==> config.mk <==
export PLATFORM = sky130hd
export DESIGN_NAME = integer_set_table_flat
export DESIGN_NICKNAME = d
export VERILOG_FILES = /design/src/rtl/core/ist_pkg.sv /design/src/rtl/core/ist_req_if.sv /design/src/rtl/core/ist_rsp_if.sv /design/src/rtl/core/ist_cell.sv /design/src/rtl/core/integer_set_table.sv /design/src/flat_wrapper.sv
export SDC_FILE = /design/constraint.sdc
export NUM_CORES = 1
export LEC_CHECK = 0
export ABC_CLOCK_PERIOD_IN_PS = 6400
export BUFFER_PORTS_ARGS = -buffer_cell sky130_fd_sc_hd__buf_2
export CORE_MARGIN = 2
export CORE_UTILIZATION = 57
export CTS_CLUSTER_DIAMETER = 150
export CTS_CLUSTER_SIZE = 12
export DETAILED_ROUTE_END_ITERATION = 16
export PLACE_DENSITY = 0.73
export SYNTH_ARGS = -nofsm -noshare
export SYNTH_HDL_FRONTEND = slang
export SYNTH_SLANG_ARGS = --single-unit
==> constraint.sdc <==
create_clock -name clk -period 6.4 [get_ports clk]
set_input_delay 1.6 -clock clk [delete_from_list [all_inputs] [get_ports clk]]
set_output_delay 1.6 -clock clk [all_outputs]
set_load 0.01 [all_outputs]
==> src/rtl/core/ist_pkg.sv <==
// Shared types and constants for the integer set table.
// No dependencies; every other file of the block imports this package.
package ist_pkg;

	localparam int DEF_CAPACITY = 16;
	localparam int VALUE_W      = 32;
	localparam int COUNT_W      = 5;

	// Operation codes carried in the kind field. Code 3 acts as a query.
	typedef enum logic [1:0] {
		KIND_ADD    = 2'd0,
		KIND_REMOVE = 2'd1,
		KIND_QUERY  = 2'd2
	} kind_t;

	// Controller states.
	typedef enum logic [1:0] {
		ST_IDLE,
		ST_SCAN,
		ST_FINISH
	} state_t;

	// Operation token that walks down the cell chain.
	typedef struct packed {
		logic                      valid;
		logic [1:0]                kind;
		logic signed [VALUE_W-1:0] value;
		logic                      hit;
		logic                      free_seen;
	} tok_t;

	// Broadcast from the controller to every cell at the end of an operation.
	typedef struct packed {
		logic finish;
		logic commit;
	} cell_ctl_t;

endpackage

==> src/rtl/core/ist_req_if.sv <==
// Request channel of the integer set table: valid/ready plus one operation word.
// Depends on ist_pkg for field widths.
interface ist_req_if;
	import ist_pkg::*;

	logic                      valid;
	logic                      ready;
	logic [1:0]                kind;
	logic signed [VALUE_W-1:0] value;

	modport source (output valid, output kind, output value, input ready);
	modport sink (input valid, input kind, input value, output ready);
endinterface

==> src/rtl/core/ist_rsp_if.sv <==
// Response channel of the integer set table: valid/ready plus one result word.
// Depends on ist_pkg for field widths.
interface ist_rsp_if;
	import ist_pkg::*;

	logic               valid;
	logic               ready;
	logic               was_present;
	logic               dropped_full;
	logic [COUNT_W-1:0] count;

	modport source (output valid, output was_present, output dropped_full, output count,
		input ready);
	modport sink (input valid, input was_present, input dropped_full, input count,
		output ready);
endinterface

==> src/rtl/core/ist_cell.sv <==
// One entry of the set table: stored value, valid bit and a reservation flag.
// Passes the operation token on to its neighbor each cycle. Depends on ist_pkg.
module ist_cell (
	input  logic               clk,
	input  logic               arst_n,
	input  ist_pkg::tok_t      tok_prev,
	input  ist_pkg::cell_ctl_t ctl,
	output ist_pkg::tok_t      tok_next,
	output logic               entry_valid,
	output logic               entry_reserved
);
	import ist_pkg::*;

	logic signed [VALUE_W-1:0] value_q;
	logic                      valid_q;
	logic                      reserved_q;
	tok_t                      tok_q;
	tok_t                      tok_d;
	logic                      match;
	logic                      do_remove;
	logic                      do_reserve;

	// Compare the passing word against this entry and decide the local action.
	always_comb begin
		match      = valid_q && (value_q == tok_prev.value);
		do_remove  = tok_prev.valid && (tok_prev.kind == KIND_REMOVE) && match;
		do_reserve = tok_prev.valid && (tok_prev.kind == KIND_ADD) && !valid_q &&
			!tok_prev.free_seen;
		tok_d           = tok_prev;
		tok_d.hit       = tok_prev.hit | match;
		tok_d.free_seen = tok_prev.free_seen | !valid_q;
	end

	// Control state: valid bit, reservation and the forwarded token.
	always_ff @(posedge clk or negedge arst_n) begin
		if (!arst_n) begin
			valid_q    <= 1'b0;
			reserved_q <= 1'b0;
			tok_q      <= '0;
		end else begin
			tok_q <= tok_d;
			if (do_remove) begin
				valid_q <= 1'b0;
			end else if (ctl.finish && ctl.commit && reserved_q) begin
				valid_q <= 1'b1;
			end
			if (do_reserve) begin
				reserved_q <= 1'b1;
			end else if (ctl.finish) begin
				reserved_q <= 1'b0;
			end
		end
	end

	// The value is written into a free entry when it is reserved; it only
	// becomes visible once the valid bit is set at commit.
	always_ff @(posedge clk) begin
		if (do_reserve) begin
			value_q <= tok_prev.value;
		end
	end

	assign tok_next       = tok_q;
	assign entry_valid    = valid_q;
	assign entry_reserved = reserved_q;

endmodule

==> src/rtl/core/integer_set_table.sv <==
// Integer set table: holds up to CAPACITY distinct 32-bit values and answers
// add, remove and membership requests, one at a time. Each request word walks
// down a chain of CAPACITY entry cells, one cell per cycle; the outcome is then
// registered in fin_q, and the result register is loaded once the sink has room
// for it, after which the controller returns to idle and takes the next request.
// The chain length sets how long a request takes, and a sink that holds back a
// finished result delays both the result word and the next request.
// An add that finds the value absent takes the lowest-numbered free entry, or
// is reported as dropped when the table is full. The result word sits in an
// output register, so a new request is taken while an earlier result still
// waits for the sink. Count is the element count after the operation, kept to
// its low five bits.
// Depends on ist_pkg, ist_req_if, ist_rsp_if and ist_cell.
module integer_set_table #(
	parameter int CAPACITY = ist_pkg::DEF_CAPACITY
) (
	input  logic       clk,
	input  logic       arst_n,
	ist_req_if.sink    req,
	ist_rsp_if.source  rsp
);
	import ist_pkg::*;

	localparam int CNT_W = $clog2(CAPACITY + 1);

	tok_t                 chain [CAPACITY+1];
	logic [CAPACITY-1:0]  valid_vec;
	logic [CAPACITY-1:0]  reserved_vec;
	logic [CAPACITY:0]    tok_valid_vec;
	cell_ctl_t            ctl;

	state_t               state_q;
	state_t               state_d;
	tok_t                 fin_q;
	logic [CNT_W-1:0]     cnt_q;
	logic [CNT_W-1:0]     cnt_d;
	logic                 load_out;
	logic                 is_add;
	logic                 is_remove;
	logic [CNT_W+COUNT_W-1:0] cnt_wide;

	logic                 rsp_valid_q;
	logic                 was_q;
	logic                 drop_q;
	logic [COUNT_W-1:0]   rcnt_q;

	// Token entering the chain on an accepted request word.
	always_comb begin
		chain[0]           = '0;
		chain[0].valid     = req.valid && req.ready;
		chain[0].kind      = req.kind;
		chain[0].value     = req.value;
		chain[0].hit       = 1'b0;
		chain[0].free_seen = 1'b0;
	end

	// Row of entry cells.
	for (genvar i = 0; i < CAPACITY; i++) begin : g_cell
		ist_cell u_cell (
			.clk            (clk),
			.arst_n         (arst_n),
			.tok_prev       (chain[i]),
			.ctl            (ctl),
			.tok_next       (chain[i+1]),
			.entry_valid    (valid_vec[i]),
			.entry_reserved (reserved_vec[i])
		);
	end

	for (genvar i = 0; i <= CAPACITY; i++) begin : g_tokv
		assign tok_valid_vec[i] = chain[i].valid;
	end

	assign req.ready = (state_q == ST_IDLE);
	assign is_add    = (fin_q.kind == KIND_ADD);
	assign is_remove = (fin_q.kind == KIND_REMOVE);

	// Next state, commit broadcast and count update.
	always_comb begin
		state_d    = state_q;
		ctl.finish = 1'b0;
		ctl.commit = 1'b0;
		load_out   = 1'b0;
		cnt_d      = cnt_q;
		case (state_q)
			ST_IDLE: begin
				if (req.valid) begin
					state_d = ST_SCAN;
				end
			end
			ST_SCAN: begin
				if (chain[CAPACITY].valid) begin
					state_d = ST_FINISH;
				end
			end
			ST_FINISH: begin
				if (!rsp_valid_q || rsp.ready) begin
					ctl.finish = 1'b1;
					ctl.commit = is_add && !fin_q.hit && fin_q.free_seen;
					load_out   = 1'b1;
					state_d    = ST_IDLE;
					if (ctl.commit) begin
						cnt_d = cnt_q + 1'b1;
					end else if (is_remove && fin_q.hit) begin
						cnt_d = cnt_q - 1'b1;
					end
				end
			end
			default: begin
				state_d = ST_IDLE;
			end
		endcase
	end

	assign cnt_wide = (CNT_W + COUNT_W)'(cnt_d);

	// Controller registers.
	always_ff @(posedge clk or negedge arst_n) begin
		if (!arst_n) begin
			state_q     <= ST_IDLE;
			cnt_q       <= '0;
			rsp_valid_q <= 1'b0;
		end else begin
			state_q <= state_d;
			cnt_q   <= cnt_d;
			if (load_out) begin
				rsp_valid_q <= 1'b1;
			end else if (rsp.ready) begin
				rsp_valid_q <= 1'b0;
			end
		end
	end

	// Scan outcome and result word.
	always_ff @(posedge clk) begin
		if (state_q == ST_SCAN && chain[CAPACITY].valid) begin
			fin_q <= chain[CAPACITY];
		end
		if (load_out) begin
			was_q  <= fin_q.hit;
			drop_q <= is_add && !fin_q.hit && !fin_q.free_seen;
			rcnt_q <= cnt_wide[COUNT_W-1:0];
		end
	end

	assign rsp.valid        = rsp_valid_q;
	assign rsp.was_present  = was_q;
	assign rsp.dropped_full = drop_q;
	assign rsp.count        = rcnt_q;

	// The count never exceeds the table size.
	a_cnt_range: assert property (@(posedge clk) disable iff (!arst_n)
		cnt_q <= CNT_W'(CAPACITY))
		else $error("element count above capacity");

	// Between requests the count matches the number of valid entries.
	a_cnt_match: assert property (@(posedge clk) disable iff (!arst_n)
		state_q == ST_IDLE |-> $countones(valid_vec) == int'(cnt_q))
		else $error("element count does not match valid entries");

	// At most one entry is reserved for a pending add.
	a_one_reserve: assert property (@(posedge clk) disable iff (!arst_n)
		$onehot0(reserved_vec))
		else $error("more than one entry reserved");

	// Only one request travels the chain at a time.
	a_one_token: assert property (@(posedge clk) disable iff (!arst_n)
		$onehot0(tok_valid_vec))
		else $error("more than one token in the chain");

	// A drop is reported only when the table was full.
	a_drop_full: assert property (@(posedge clk) disable iff (!arst_n)
		load_out && is_add && !fin_q.hit && !fin_q.free_seen |->
		cnt_q == CNT_W'(CAPACITY))
		else $error("add dropped while table not full");

endmodule

==> src/flat_wrapper.sv <==
// flat-port wrapper written by rule: the top's interface ports become plain ports
module integer_set_table_flat import ist_pkg::*;
#(
	parameter int CAPACITY = ist_pkg::DEF_CAPACITY
)
  (clk, arst_n, req_valid, req_kind, req_value, req_ready, rsp_valid, rsp_was_present, rsp_dropped_full, rsp_count, rsp_ready);
  ist_req_if req_i ();
  ist_rsp_if rsp_i ();
  input  logic clk;
  input  logic arst_n;
  input wire logic [$bits(req_i.valid)-1:0] req_valid;
  input wire logic [$bits(req_i.kind)-1:0] req_kind;
  input wire logic [$bits(req_i.value)-1:0] req_value;
  output wire logic [$bits(req_i.ready)-1:0] req_ready;
  output wire logic [$bits(rsp_i.valid)-1:0] rsp_valid;
  output wire logic [$bits(rsp_i.was_present)-1:0] rsp_was_present;
  output wire logic [$bits(rsp_i.dropped_full)-1:0] rsp_dropped_full;
  output wire logic [$bits(rsp_i.count)-1:0] rsp_count;
  input wire logic [$bits(rsp_i.ready)-1:0] rsp_ready;
  assign req_i.valid = req_valid;
  assign req_i.kind = req_kind;
  assign req_i.value = req_value;
  assign req_ready = req_i.ready;
  assign rsp_valid = rsp_i.valid;
  assign rsp_was_present = rsp_i.was_present;
  assign rsp_dropped_full = rsp_i.dropped_full;
  assign rsp_count = rsp_i.count;
  assign rsp_i.ready = rsp_ready;
  integer_set_table #(.CAPACITY(CAPACITY)) u_core (.clk(clk), .arst_n(arst_n), .req(req_i), .rsp(rsp_i));
endmodule
* Word level (Yosys, flattened, before mapping)
Cells that the tools add are included.
** Storage, ports and cells
- Register bits after elaboration :: 1123
- Input port bits :: 38
- Output and inout bits :: 9
- Word-level logic and storage cells :: 474
** Cells by class
- Add/subtract/negate cells :: 2
- Equality and inequality tests :: 38
- Multiplexer cells :: 63
- Bitwise operators :: 30
- Reductions and logical operators :: 205
** Operator list (count)
- 32-bit equality test :: 16
- 1-bit logical AND :: 118
- 2-bit nonzero test :: 33
- 1-bit 2-to-1 mux :: 53
- 2-bit by 1-bit equality test with 1-bit output, second input constant :: 18
- 2-bit zero test :: 18
- 1-bit zero test :: 34
- 1-bit bitwise OR :: 30
- 5-bit 2-to-1 mux :: 4
- 2-bit 2-to-1 mux :: 5
- 2-bit case mux with 3 select lines :: 1
- 5-bit by 1-bit adder with 5-bit output, second input constant :: 1
- 5-bit by 1-bit subtractor with 5-bit output, second input constant :: 1
- 2-bit != test, second input constant :: 2
- 3-bit AND reduction :: 1
- 2-bit equality test, second input constant :: 1
- 2-bit by 1-bit != test with 1-bit output, second input constant :: 1
- 1-bit logical OR :: 1

* Longest topological paths before layout
Gate-level depths: netlist of the first run.
- Depth in word-level cells :: 9
- Gate-level depth with buffers :: 6

* By module
Synthesis of the first run repeated with hierarchy kept, for this count alone.
** Unflattened totals
- Cells, all modules :: 2108
- Area, all modules :: 38540.7 sq um
** Modules (own cells, without submodules)
- ist_cell :: instances 16, cells an instance 128, area an instance 2357.3 sq um, sequential area each 1936.9 sq um
- integer_set_table :: instances 1, cells an instance 60, area an instance 824.5 sq um, sequential area each 530.5 sq um

* Least setup slack after synthesis of the first run
OpenSTA, ideal clock, no wires.
- Kind :: input -> register
- Start :: in req_valid
- End :: reg u_core.g_cell[0].u_cell.value_q[0] (enable)
- Data arrival time :: 5174 ps
- Required time :: 5884 ps
- Slack :: 710 ps
- Cell stages on the path :: 2
- Path through :: and2_1 > nor4b_1
** Between the ends
- Word-level cells in the longest chain between the ends :: 3
** RTL lines
- start, declared :: line flat_wrapper.sv:11 : input wire logic [$bits(req_i.valid)-1:0] req_valid;
- 1-bit logical AND :: line integer_set_table.sv:50 : chain[0].valid = req.valid && req.ready;
- 1-bit logical AND (2 in a row) :: line ist_cell.sv:27 : do_reserve = tok_prev.valid && (tok_prev.kind == KIND_ADD) && !valid_q &&
- net u_core.g_cell[0].u_cell.do_reserve :: line ist_cell.sv:21 : logic do_reserve;
- end signal, assigned :: line ist_cell.sv:59 : value_q <= tok_prev.value;
- end, declared :: line ist_cell.sv:14 : logic signed [VALUE_W-1:0] value_q;
The timed path passes the listed nets, and every way through them passes these cells.
A chain may end at the register's enable or synchronous reset.

* Worst setup path after layout of the first run
- Start :: in rsp_ready
- End :: reg u_core.rcnt_q[2] (netlist: u_core.rsp.count[2]), data pin
** Between the ends
- Word-level cells in the longest chain between the ends :: 3
** RTL lines
- start, declared :: line flat_wrapper.sv:19 : input wire logic [$bits(rsp_i.ready)-1:0] rsp_ready;
- 1-bit logical OR :: line integer_set_table.sv:97 : if (!rsp_valid_q || rsp.ready) begin
- 5-bit 2-to-1 mux :: line integer_set_table.sv:97
- 5-bit 2-to-1 mux :: line integer_set_table.sv:85 : case (state_q)
- net u_core.cnt_d[2] :: line integer_set_table.sv:36 : logic [CNT_W-1:0] cnt_d;
- end signal, assigned :: line integer_set_table.sv:142 : rcnt_q <= cnt_wide[COUNT_W-1:0];
- end, declared :: line integer_set_table.sv:45 : logic [COUNT_W-1:0] rcnt_q;
The timed path passes the listed nets, and every way through them passes these cells.

==> impl_metrics.tcl, run 1 <==
set metrics [dict create \
    status "finished clean" \
    synth_area_um2 37500 \
    post_cts_buffers 0 \
    fmax_mhz 328.2 \
    synth_seq_cells 1123 \
    h-tree-depth 3 \
    rr_worst_depth 5 \
    avgViaCountPerCell 5.326 \
    powerDensity_nw_per_um2 328.3 \
    maxCapViolations 0 \
    antenna_found_initial 0 \
    synthesis.nets 2054 \
    grt_pass1_wl_um 105500 \
    yosysTopAreaCell "edfxtp_1" \
    crit_arrival_ns 3.44 \
    layout_min_cycle_time_ns 3.047 \
    path_clk_slew_ns 0.06 \
    drive_gt1_share_pct 8.506 \
    dp_hpwl_um 43770 \
    required_ns 6.79 \
    drt_iter0_markers 1348 \
    cp-start-kind "input port" \
    async_reset_ff_share_pct 53.43 \
    maxSlewViolCount 0 \
    wl_um 66530 \
    path_max_fanout 20 \
    syn_inst 2014 \
    crit_type "in -> reg" \
    port_buffers 46 \
    drtAntennaViolNets 0 \
    nets 2222 \
    avgSynthCellArea_um2 18.62 \
    gp_congestion 0.7913 \
    vdd_drop_max_uv 273.9 \
    timing.rr.start "u_core.g_cell[13].u_cell.tok_next[23]$_DFF_PN0_" \
    die_h_um 260.5 \
    row_count 94 \
    final.setup_skew_ns 0.03522 \
    regToRegEndpoint "u_core.g_cell[14].u_cell.entry_valid$_DFFE_PN0P_" \
    yosys_warnings 0 \
    yosysUniqueCellTypes 52 \
    rsz0062_at_grt "no" \
    fin_total_pwr_mw 13.82 \
    vias 16690 \
    period_share_pct 47.60 \
    grt_pass1_vias 18190 \
    synth_top_area_share_pct 41.88 \
    worst_pin_slew_ns 0.9708 \
    holdBufCountCts 0 \
    drc 0 \
    wl_per_cell_um 21.23 \
    slew_headroom_pct 34.68 \
    cts_resized 0 \
    hold_path.class "reg -> reg" \
    cts_sinks 1123 \
    dieArea_um2 67860 \
    die_w_um 260.5 \
    cts_made_buffers 103 \
    synth-edff-count 523 \
    clockRootBuffer "clkbuf_16" \
    grt_max_degree 164 \
    drt_first_pass_iters 5 \
    final-hold-violation-count 0 \
    r2r_setup_slack_ns 3.85 \
    crit_path_end "u_core.rsp.count[2]$_DFFE_PN_" \
    seq_area_frac_synth_pct 81.91 \
    cts_buffer_depth 3 \
    crit_start "rsp_ready" \
    groute.usage.overall_pct 20.51 \
    grt-ovfl-total 0 \
    start_util_pct 57.35 \
    final-setup-viol-count 0 \
    ioPinCount 47 \
    core_area_um2 65390 \
    synthToLayoutAreaGrowth_pct 12.26 \
    cp-end-kind "flop" \
    p_leak_nw 15.76 \
    synthFlopType "dfrtp_1" \
    cts_tree "done" \
    clock_latency_ns 0.66 \
    ys_top_cells_by_area "edfxtp_1 (42%), dfrtp_1 (40%), xnor2_1 (7.7%)" \
    fin_setup_tns_ns 0 \
]
-- how the worst min path moves through the flow --
stage / cells after the start / from / endpoint / slack, ns
3_3_place_gp: 0 / u_core.g_cell[7].u_cell.tok_next[35]$_DFF_PN0_ / u_core.g_cell[8].u_cell.tok_next[35]$_DFF_PN0_ / 0.35
3_5_place_dp: 0 / u_core.g_cell[7].u_cell.tok_next[35]$_DFF_PN0_ / u_core.g_cell[8].u_cell.tok_next[35]$_DFF_PN0_ / 0.35
2_1_floorplan: 0 / u_core.g_cell[9].u_cell.tok_next[35]$_DFF_PN0_ / u_core.g_cell[10].u_cell.tok_next[35]$_DFF_PN0_ / 0.35
5_1_grt: 0 / u_core.g_cell[7].u_cell.tok_next[35]$_DFF_PN0_ / u_core.g_cell[8].u_cell.tok_next[35]$_DFF_PN0_ / 0.37
4_1_cts: 0 / u_core.g_cell[7].u_cell.tok_next[35]$_DFF_PN0_ / u_core.g_cell[8].u_cell.tok_next[35]$_DFF_PN0_ / 0.37
6_report: 0 / u_core.g_cell[7].u_cell.tok_next[35]$_DFF_PN0_ / u_core.g_cell[8].u_cell.tok_next[35]$_DFF_PN0_ / 0.36
-- layer usage --
metal / GRT usage [%] / vias to the layer above / part of all wire [%]
met5: 0 / - / 0
met4: 6.873 / 0 / 3.1
met3: 3.817 / 125 / 3.6
met2: 36.13 / 272 / 53
met1: 25.78 / 8770 / 40
li1: - / 7526 / -
-- flip-flops by register name (all words and copies together), names as in the netlist --
signal                               count
u_core.fin_q                             4
u_core.g_cell.u_cell.value_q           512
u_core.rsp.was_present                   1
u_core.state_q                           2
u_core.g_cell.u_cell.entry_reserved     16
u_core.cnt_q                             5
u_core.g_cell.u_cell.entry_valid        16
u_core.rsp.dropped_full                  1
u_core.rsp.valid                         1
u_core.rsp.count                         5
u_core.g_cell.u_cell.tok_next          560
-- per-stage QoR --
step                cells  worst slack (ns)  instance area (um^2)  hold slack, ns  utilization (%)
floorplan            2014            0.7101                 37500          0.3456                -
global placement     2941             2.772                 39050          0.3531            59.72
detailed placement   2941             2.654                 39050          0.3533            59.72
CTS                  3133             3.362                 42100          0.3667            64.38
global route         3133             3.184                 42100          0.3721            64.38
finish               3134             3.353                 42100          0.3637            64.38
-- cell usage after synthesis (3+ instances only) --
library cell  count
dfrtp_1         600
edfxtp_1        523
xnor2_1         330
xor2_1          170
nand4_1          80
nor4_1           58
inv_1            31
nand2b_1         30
nor3_1           25
a21oi_1          20
a21o_1           17
nand2_1          17
nand3_1          17
a41oi_1          10
and3_1            9
or4_1             8
or2_1             7
nor2_1            6
nand3b_1          4
o21ai_0           4
a222oi_1          3
and4_1            3
nor2b_1           3
-- cell type report --
class	count	area, um^2
Antenna cell	1	2.502
Clock buffer	188	2960
Clock inverter	4	87.58
Fill cell	4377	23290
Inverter	31	116.4
Multi-Input combinational cell	857	6693
Sequential cell	1123	30720
Tap cell	864	1081
Timing Repair Buffer	66	440.4
-- cells in the final DEF (no fill, tap or decap), drive strengths merged, types with 8 or more instances in the layout --
cell type	netlist	final
edfxtp	523	523
a21o	17	17
xor2	170	170
xnor2	330	330
nand2b	30	30
or4	8	8
inv	31	32
nand3	17	17
a41oi	10	10
nand4	80	80
nand2	17	17
nor4	58	58
nor3	26	26
buf	2	66
dfrtp	600	600
a21oi	21	21
clkbuf	1	188
or2	9	9
and3	9	9
-- critical path: stages --
cell and delay [ns]:
buf_2 0.10, nand2b_1 0.16, nand2b_1 0.68, inv_1 0.38, o21ai_1 0.25, a21oi_1 0.09
xor2_1 0.16
-- cell families after synthesis --
group           synth area share [%]
buf+inv                       0.3603
simple gates                   4.504
fa+ha+maj                    0.06671
flops                          81.91
compound gates                 1.481
xor+xnor                       11.68
-- power breakdown --
part | internal (mW) | switching, mW | leakage, nW | total (mW)
Sequential | 7.73 | 0.204 | 11.8 | 7.94
Combinational | 0.118 | 0.152 | 2.52 | 0.270
Clock | 3.11 | 2.50 | 1.44 | 5.62
Total | 11.0 | 2.86 | 15.8 | 13.8
(Power assumes the default switching activity.)
==> run 2: changes to the inputs <==
Settings changed: ABC_CLOCK_PERIOD_IN_PS 6400 to 2700, CORE_UTILIZATION 57 to 56, PLACE_DENSITY 0.73 to 0.75.
Clock period 6.4 ns to 2.7 ns, I/O delays scaled along.
==> run 2 against run 1 <==
Against the previous run:
- clock-buffer cell count down 5
- via count is 2.1% higher
- first-iteration DRC count is 4.5% lower
- largest power group unchanged
- highest routed layer is now met5
==> impl_metrics.tcl, run 2 (synthesis gave the netlist of run 1 again) <==
set metrics [dict create \
    final.setup_skew_ns 0.05354 \
    rr_worst_depth 5 \
    powerDensity_nw_per_um2 772.7 \
    rsz0062_at_grt "no" \
    clockRootBuffer "clkbuf_16" \
    vias 17040 \
    grt_pass1_vias 18720 \
    fillCellCount 4247 \
    crit_chain "xnor2_1 -> nand4_1 -> or4_1 -> nor4_1 -> a41oi_1" \
    maxSlewViolCount 0 \
    groute.usage.overall_pct 20.73 \
    maxCapViolations 0 \
    grt-ovfl-total 0 \
    h-tree-depth 3 \
    wl_per_cell_um 21.91 \
    crit_arrival_ns 2.76 \
    cp-end-kind "flop" \
    regToRegEndpoint "u_core.g_cell[15].u_cell.entry_valid$_DFFE_PN0P_" \
    cts_sinks 1123 \
    required_ns 3.21 \
    final_cell_mix "dfrtp_1 (600), edfxtp_1 (523), xnor2_1 (330), xor2_1 (170), clkbuf_16 (104)" \
    die_w_um 262.8 \
    vdd_drop_max_uv 583.8 \
    cp-start-kind "flop" \
    drt_first_pass_iters 5 \
    drive_gt1_share_pct 9.194 \
    p_leak_nw 15.84 \
    path_max_fanout 2 \
    cts_tree "done" \
    n_antenna_cell 0 \
    cp_top_family "simple AND/OR/NAND/NOR gates" \
    port_buffers 46 \
    status "finished clean" \
    whs_endpoint "u_core.g_cell[0].u_cell.tok_next[15]$_DFF_PN0_" \
    final-setup-viol-count 0 \
    min_path_cells 1 \
    largest_reg_flops 560 \
    clock_latency_ns 0.67 \
    period_share_pct 83.42 \
    holdCritStartpoint "req_value[13]" \
    antenna_found_initial 1 \
    slew_headroom_pct 49.21 \
    drtAntennaViolNets 0 \
    layout_min_cycle_time_ns 2.252 \
    fmax_mhz 444.0 \
    path_buf_inv 0 \
    cts_buffer_depth 3 \
    ioPinCount 47 \
    gp_congestion 0.8080 \
    crit_type "reg -> reg" \
    post_cts_buffers 0 \
    whs_ns 0.1504 \
    grt_max_degree 96 \
    dieArea_um2 69060 \
    grt_pass1_wl_um 109300 \
    core_area_um2 65980 \
    die_h_um 262.8 \
    dp_hpwl_um 45880 \
    r2r_setup_slack_ns 0.45 \
    fin_setup_tns_ns 0 \
    cts_made_buffers 103 \
    slowest_stage "nor4_1" \
    drc 0 \
    cpPeakStageDelay_ns 0.67 \
    row_count 94 \
    wl_um 68990 \
    synthToLayoutAreaGrowth_pct 12.79 \
    final-hold-violation-count 0 \
    fin_total_pwr_mw 32.69 \
    start_util_pct 56.84 \
    final_common_cell "dfrtp_1" \
    drt_iter0_markers 1287 \
    hold_path.class "in -> reg" \
    timing.rr.start "u_core.g_cell[14].u_cell.tok_next[13]$_DFF_PN0_" \
    worst_pin_slew_ns 0.7512 \
    nets 2239 \
    avgViaCountPerCell 5.414 \
    path_clk_slew_ns 0.06 \
]
==> run 2: changes by cell type in the layout (fill, tap and decap cells not counted), sizes merged <==
cell | previous run | this run
clkinv | 2 | 5
dlygate4sd3 | 0 | 1
buf | 66 | 82
diode | 1 | 0
clkbuf | 188 | 183
==> run 2: layout make-up <==
cell class                 instances  area (um^2)  area share (%)
clock inverter                     7        136.4          0.3224
inverter                          31        116.4          0.2751
tap                              864         1081           2.556
clock buffer                     183         2899           6.853
multi-input combinational        857         6754           15.97
timing repair buffer              83        595.6           1.408
sequential                      1123        30720           72.62
==> run 2: worst max path at each step <==
stage                                                                from                                               end  slack [ns]  depth (start not counted)
final                     u_core.g_cell[14].u_cell.tok_next[13]$_DFF_PN0_  u_core.g_cell[15].u_cell.entry_valid$_DFFE_PN0P_        0.45                          5
after global routing       u_core.g_cell[14].u_cell.tok_next[9]$_DFF_PN0_  u_core.g_cell[15].u_cell.entry_valid$_DFFE_PN0P_        0.27                          5
after CTS                  u_core.g_cell[14].u_cell.tok_next[9]$_DFF_PN0_  u_core.g_cell[15].u_cell.entry_valid$_DFFE_PN0P_        0.35                          5
after detailed placement  u_core.g_cell[14].u_cell.tok_next[10]$_DFF_PN0_  u_core.g_cell[15].u_cell.entry_valid$_DFFE_PN0P_        0.37                          5
after global placement    u_core.g_cell[14].u_cell.tok_next[11]$_DFF_PN0_  u_core.g_cell[15].u_cell.entry_valid$_DFFE_PN0P_        0.46                          5
after floorplan                                                 req_valid      u_core.g_cell[0].u_cell.value_q[0]$_DFFE_PP_        0.34                          2
==> run 2: what timing repair did <==
action,in CTS,in global routing
gates resized for setup,0,0
hold endpoints to repair,38,0
hold buffers,1,0
==> run 2: power breakdown <==
part | internal (mW) | switching [mW]
logic | 0.293 | 0.384
registers | 18.3 | 0.496
clock network | 7.27 | 5.92
==> run 2: metrics by stage <==
stage / area, um^2 / instances / setup WS [ns] / utilization [%]
floorplan: 37610 / 2014 / 0.3433 / -
detailed placement: 39260 / 2957 / 0.3660 / 59.50
CTS: 42300 / 3148 / 0.3515 / 64.11
finish: 42300 / 3148 / 0.4477 / 64.11
global placement: 39260 / 2957 / 0.4637 / 59.50
global route: 42300 / 3148 / 0.2658 / 64.11
==> run 2: worst reg2reg max path: cells and delay by family (launching register included) <==
family | cells | cell delay (ns)
xor gates and xnor gates | 1 | 0.21
and+or+nand+nor | 3 | 1.25
DFF | 1 | 0.42
AOI/OAI and AO/OA | 1 | 0.21
==> run 2: per-layer routing <==
layer | global-route usage [%] | part of all wire (%)
met5 | 0 | 0.020
met3 | 4.142 | 4.0
met1 | 26.56 | 41
met4 | 7.021 | 3.1
met2 | 35.73 | 52
==> run 3: changes to the inputs <==
Settings changed: ABC_AREA from default to 1, ABC_CLOCK_PERIOD_IN_PS 2700 to 2050.
Clock period 2.7 ns to 2.05 ns, I/O delays scaled along.
==> run 3 against run 2 <==
Against the previous run:
- largest cell class unchanged
- largest power group unchanged
- final area is 11% higher
- clock-buffer cell count fell by 3
- sequential share of layout area down 7.2 points
- die area grew 11%
- critical path depth down 3
- core utilization is 0.80 points lower
- sequential cell count did not move
- sequential power rose by 35%
==> impl_metrics.tcl, run 3 <==
set metrics [dict create \
    status "finished clean" \
    port_buffers 46 \
    wl_um 68420 \
    grt-ovfl-total 0 \
    clock_latency_ns 0.65 \
    fin_util_pct 63.31 \
    final-setup-viol-count 0 \
    cp-start-kind "flop" \
    slowest_stage "dfrtp_2" \
    p_leak_nw 22.13 \
    cts_tree "done" \
    yosysTopAreaCell "edfxtp_1" \
    path_clk_slew_ns 0.06 \
    grt_pass1_wl_um 115000 \
    n_antenna_cell 0 \
    cpPeakStageDelay_ns 0.45 \
    ys_top_cells_by_area "edfxtp_1 (38%), dfrtp_1 (36%), nand2_1 (9.2%)" \
    vdd_drop_max_uv 827.2 \
    grt_pass1_vias 24940 \
    clockRootBuffer "clkbuf_16" \
    start_util_pct 56.37 \
    yosysMostFrequentCell "nand2_1" \
    grt_max_degree 71 \
    largest_reg_flops 560 \
    maxCapViolations 0 \
    synthFlopType "dfrtp_1" \
    h-tree-depth 3 \
    die_h_um 277.3 \
    async_reset_ff_share_pct 53.43 \
    ioPinCount 47 \
    final_common_cell "nand2_1" \
    cts_buffer_depth 3 \
    r2r_setup_slack_ns 0.24 \
    final.setup_skew_ns 0.01433 \
    synth-edff-count 523 \
    crit_arrival_ns 1.34 \
    avgViaCountPerCell 4.745 \
    groute.usage.overall_pct 18.55 \
    crit_type "reg -> out" \
    powerDensity_nw_per_um2 945.9 \
    cp-end-kind "output port" \
    synth_seq_cells 1123 \
    row_count 100 \
    holdBufCountCts 24 \
    gp_congestion 0.8713 \
    slew_headroom_pct 70.10 \
    placedInstanceArea_um2 43770 \
    final_area_um2 46980 \
    yosys_warnings 0 \
    wl_per_cell_um 13.72 \
    final-hold-violation-count 0 \
    fillCellCount 5347 \
    fin_total_pwr_mw 44.43 \
    synthesis.nets 3761 \
    yosysUniqueCellTypes 37 \
    avgSynthCellArea_um2 11.24 \
    synth_top_area_share_pct 37.55 \
    final_cell_mix "nand2_1 (1,023), inv_1 (733), dfrtp_1 (599), edfxtp_1 (523), nor2_1 (411)" \
    synthToLayoutAreaGrowth_pct 12.31 \
    vias 23660 \
    seq_area_frac_synth_pct 73.45 \
    die_w_um 277.3 \
    post_cts_buffers 0 \
    worst_pin_slew_ns 0.4485 \
    cts_made_buffers 103 \
    nets 3975 \
    crit_chain "nor2_4 -> buf_2" \
    layout_min_cycle_time_ns 1.849 \
    dieArea_um2 76890 \
    synth_common_cells "nand2_1 (1,024), inv_1 (733), dfrtp_1 (600)" \
    antenna_found_initial 0 \
    maxSlewViolCount 0 \
    cts_sinks 1123 \
    drive_gt1_share_pct 6.595 \
    rsz0062_at_grt "no" \
    fmax_mhz 540.8 \
    cts_resized 0 \
    hold_path.class "in -> reg" \
    core_area_um2 74200 \
    period_share_pct 90.19 \
    synth_area_um2 41830 \
    drtAntennaViolNets 0 \
    cp_top_family "flip-flops" \
    drt_first_pass_iters 5 \
    dp_hpwl_um 47880 \
    path_max_fanout 4 \
    syn_inst 3721 \
    drt_iter0_markers 1275 \
    required_ns 1.54 \
    path_buf_inv 1 \
    drc 0 \
]
==> run 3: report_power, final <==
| group | internal [mW] | switching, mW |
|---|---|---|
| logic | 0.749 | 1.29 |
| registers | 24.6 | 0.730 |
| clock network | 9.45 | 7.61 |
==> run 3: per-stage QoR <==
stage	worst slack, ns	cells	TNS, ns	hold slack (ns)
CTS	0.1490	4987	0	0.0003492
finish	0.2010	4987	0	0.03484
global placement	0.2067	4775	0	0.3770
detailed placement	0.2001	4775	0	0.3764
floorplan	-0.2160	3721	-7.031	0.2169
global route	0.1168	4987	0	0.007869
==> run 3: logic make-up after synthesis <==
family                   Yosys count  synth area share, %
AND/OR/NAND/NOR                 1612                15.51
flip-flops                      1123                73.45
buffers and inverters            741                6.704
AO/OA/AOI/OAI                    127                1.852
XOR/XNOR                         116                2.429
adder cells (fa/ha/maj)            2              0.05982
==> run 3: layout make-up <==
type | instances | area [um^2] | area share (%)
Clock buffer | 180 | 2867 | 6.102
Clock inverter | 8 | 95.09 | 0.2024
Inverter | 739 | 2784 | 5.926
Multi-Input combinational cell | 1857 | 8320 | 17.71
Sequential cell | 1123 | 30720 | 65.40
Tap cell | 969 | 1212 | 2.581
Timing Repair Buffer | 111 | 975.9 | 2.078
==> run 3: worst paths after layout <==
path | startpoint | to | cells past startpoint
min reg2reg | u_core.g_cell[10].u_cell.tok_next[35]$_DFF_PN0_ | u_core.g_cell[11].u_cell.tok_next[35]$_DFF_PN0_ | 0
min | req_value[6] | u_core.g_cell[0].u_cell.tok_next[8]$_DFF_PN0_ | 1
max | u_core.state_q[0]$_DFFE_PN0P_ | req_ready | 2
max reg2reg | u_core.state_q[0]$_DFFE_PN0P_ | u_core.g_cell[0].u_cell.value_q[9]$_DFFE_PP_ | 4
max in group asynchronous | arst_n | u_core.g_cell[0].u_cell.tok_next[31]$_DFF_PN0_ | 3
min in group asynchronous | arst_n | u_core.g_cell[2].u_cell.tok_next[12]$_DFF_PN0_ | 2
==> run 3: per-layer routing <==
metal | track usage, % | up-vias | part of all wire, %
met3 | 2.746 | 173 | 2.5
met4 | 8.403 | 0 | 4.2
li1 | - | 11930 | -
met2 | 36.71 | 313 | 57
met5 | 0 | - | 0
met1 | 19.00 | 11250 | 37
==> run 3: worst register-to-register path, delay by kind of cell, from the launching register on <==
family / cells / cell delay, ns
buffers and inverters: 1 / 0.26
DFF: 1 / 0.45
and+or+nand+nor: 3 / 0.78
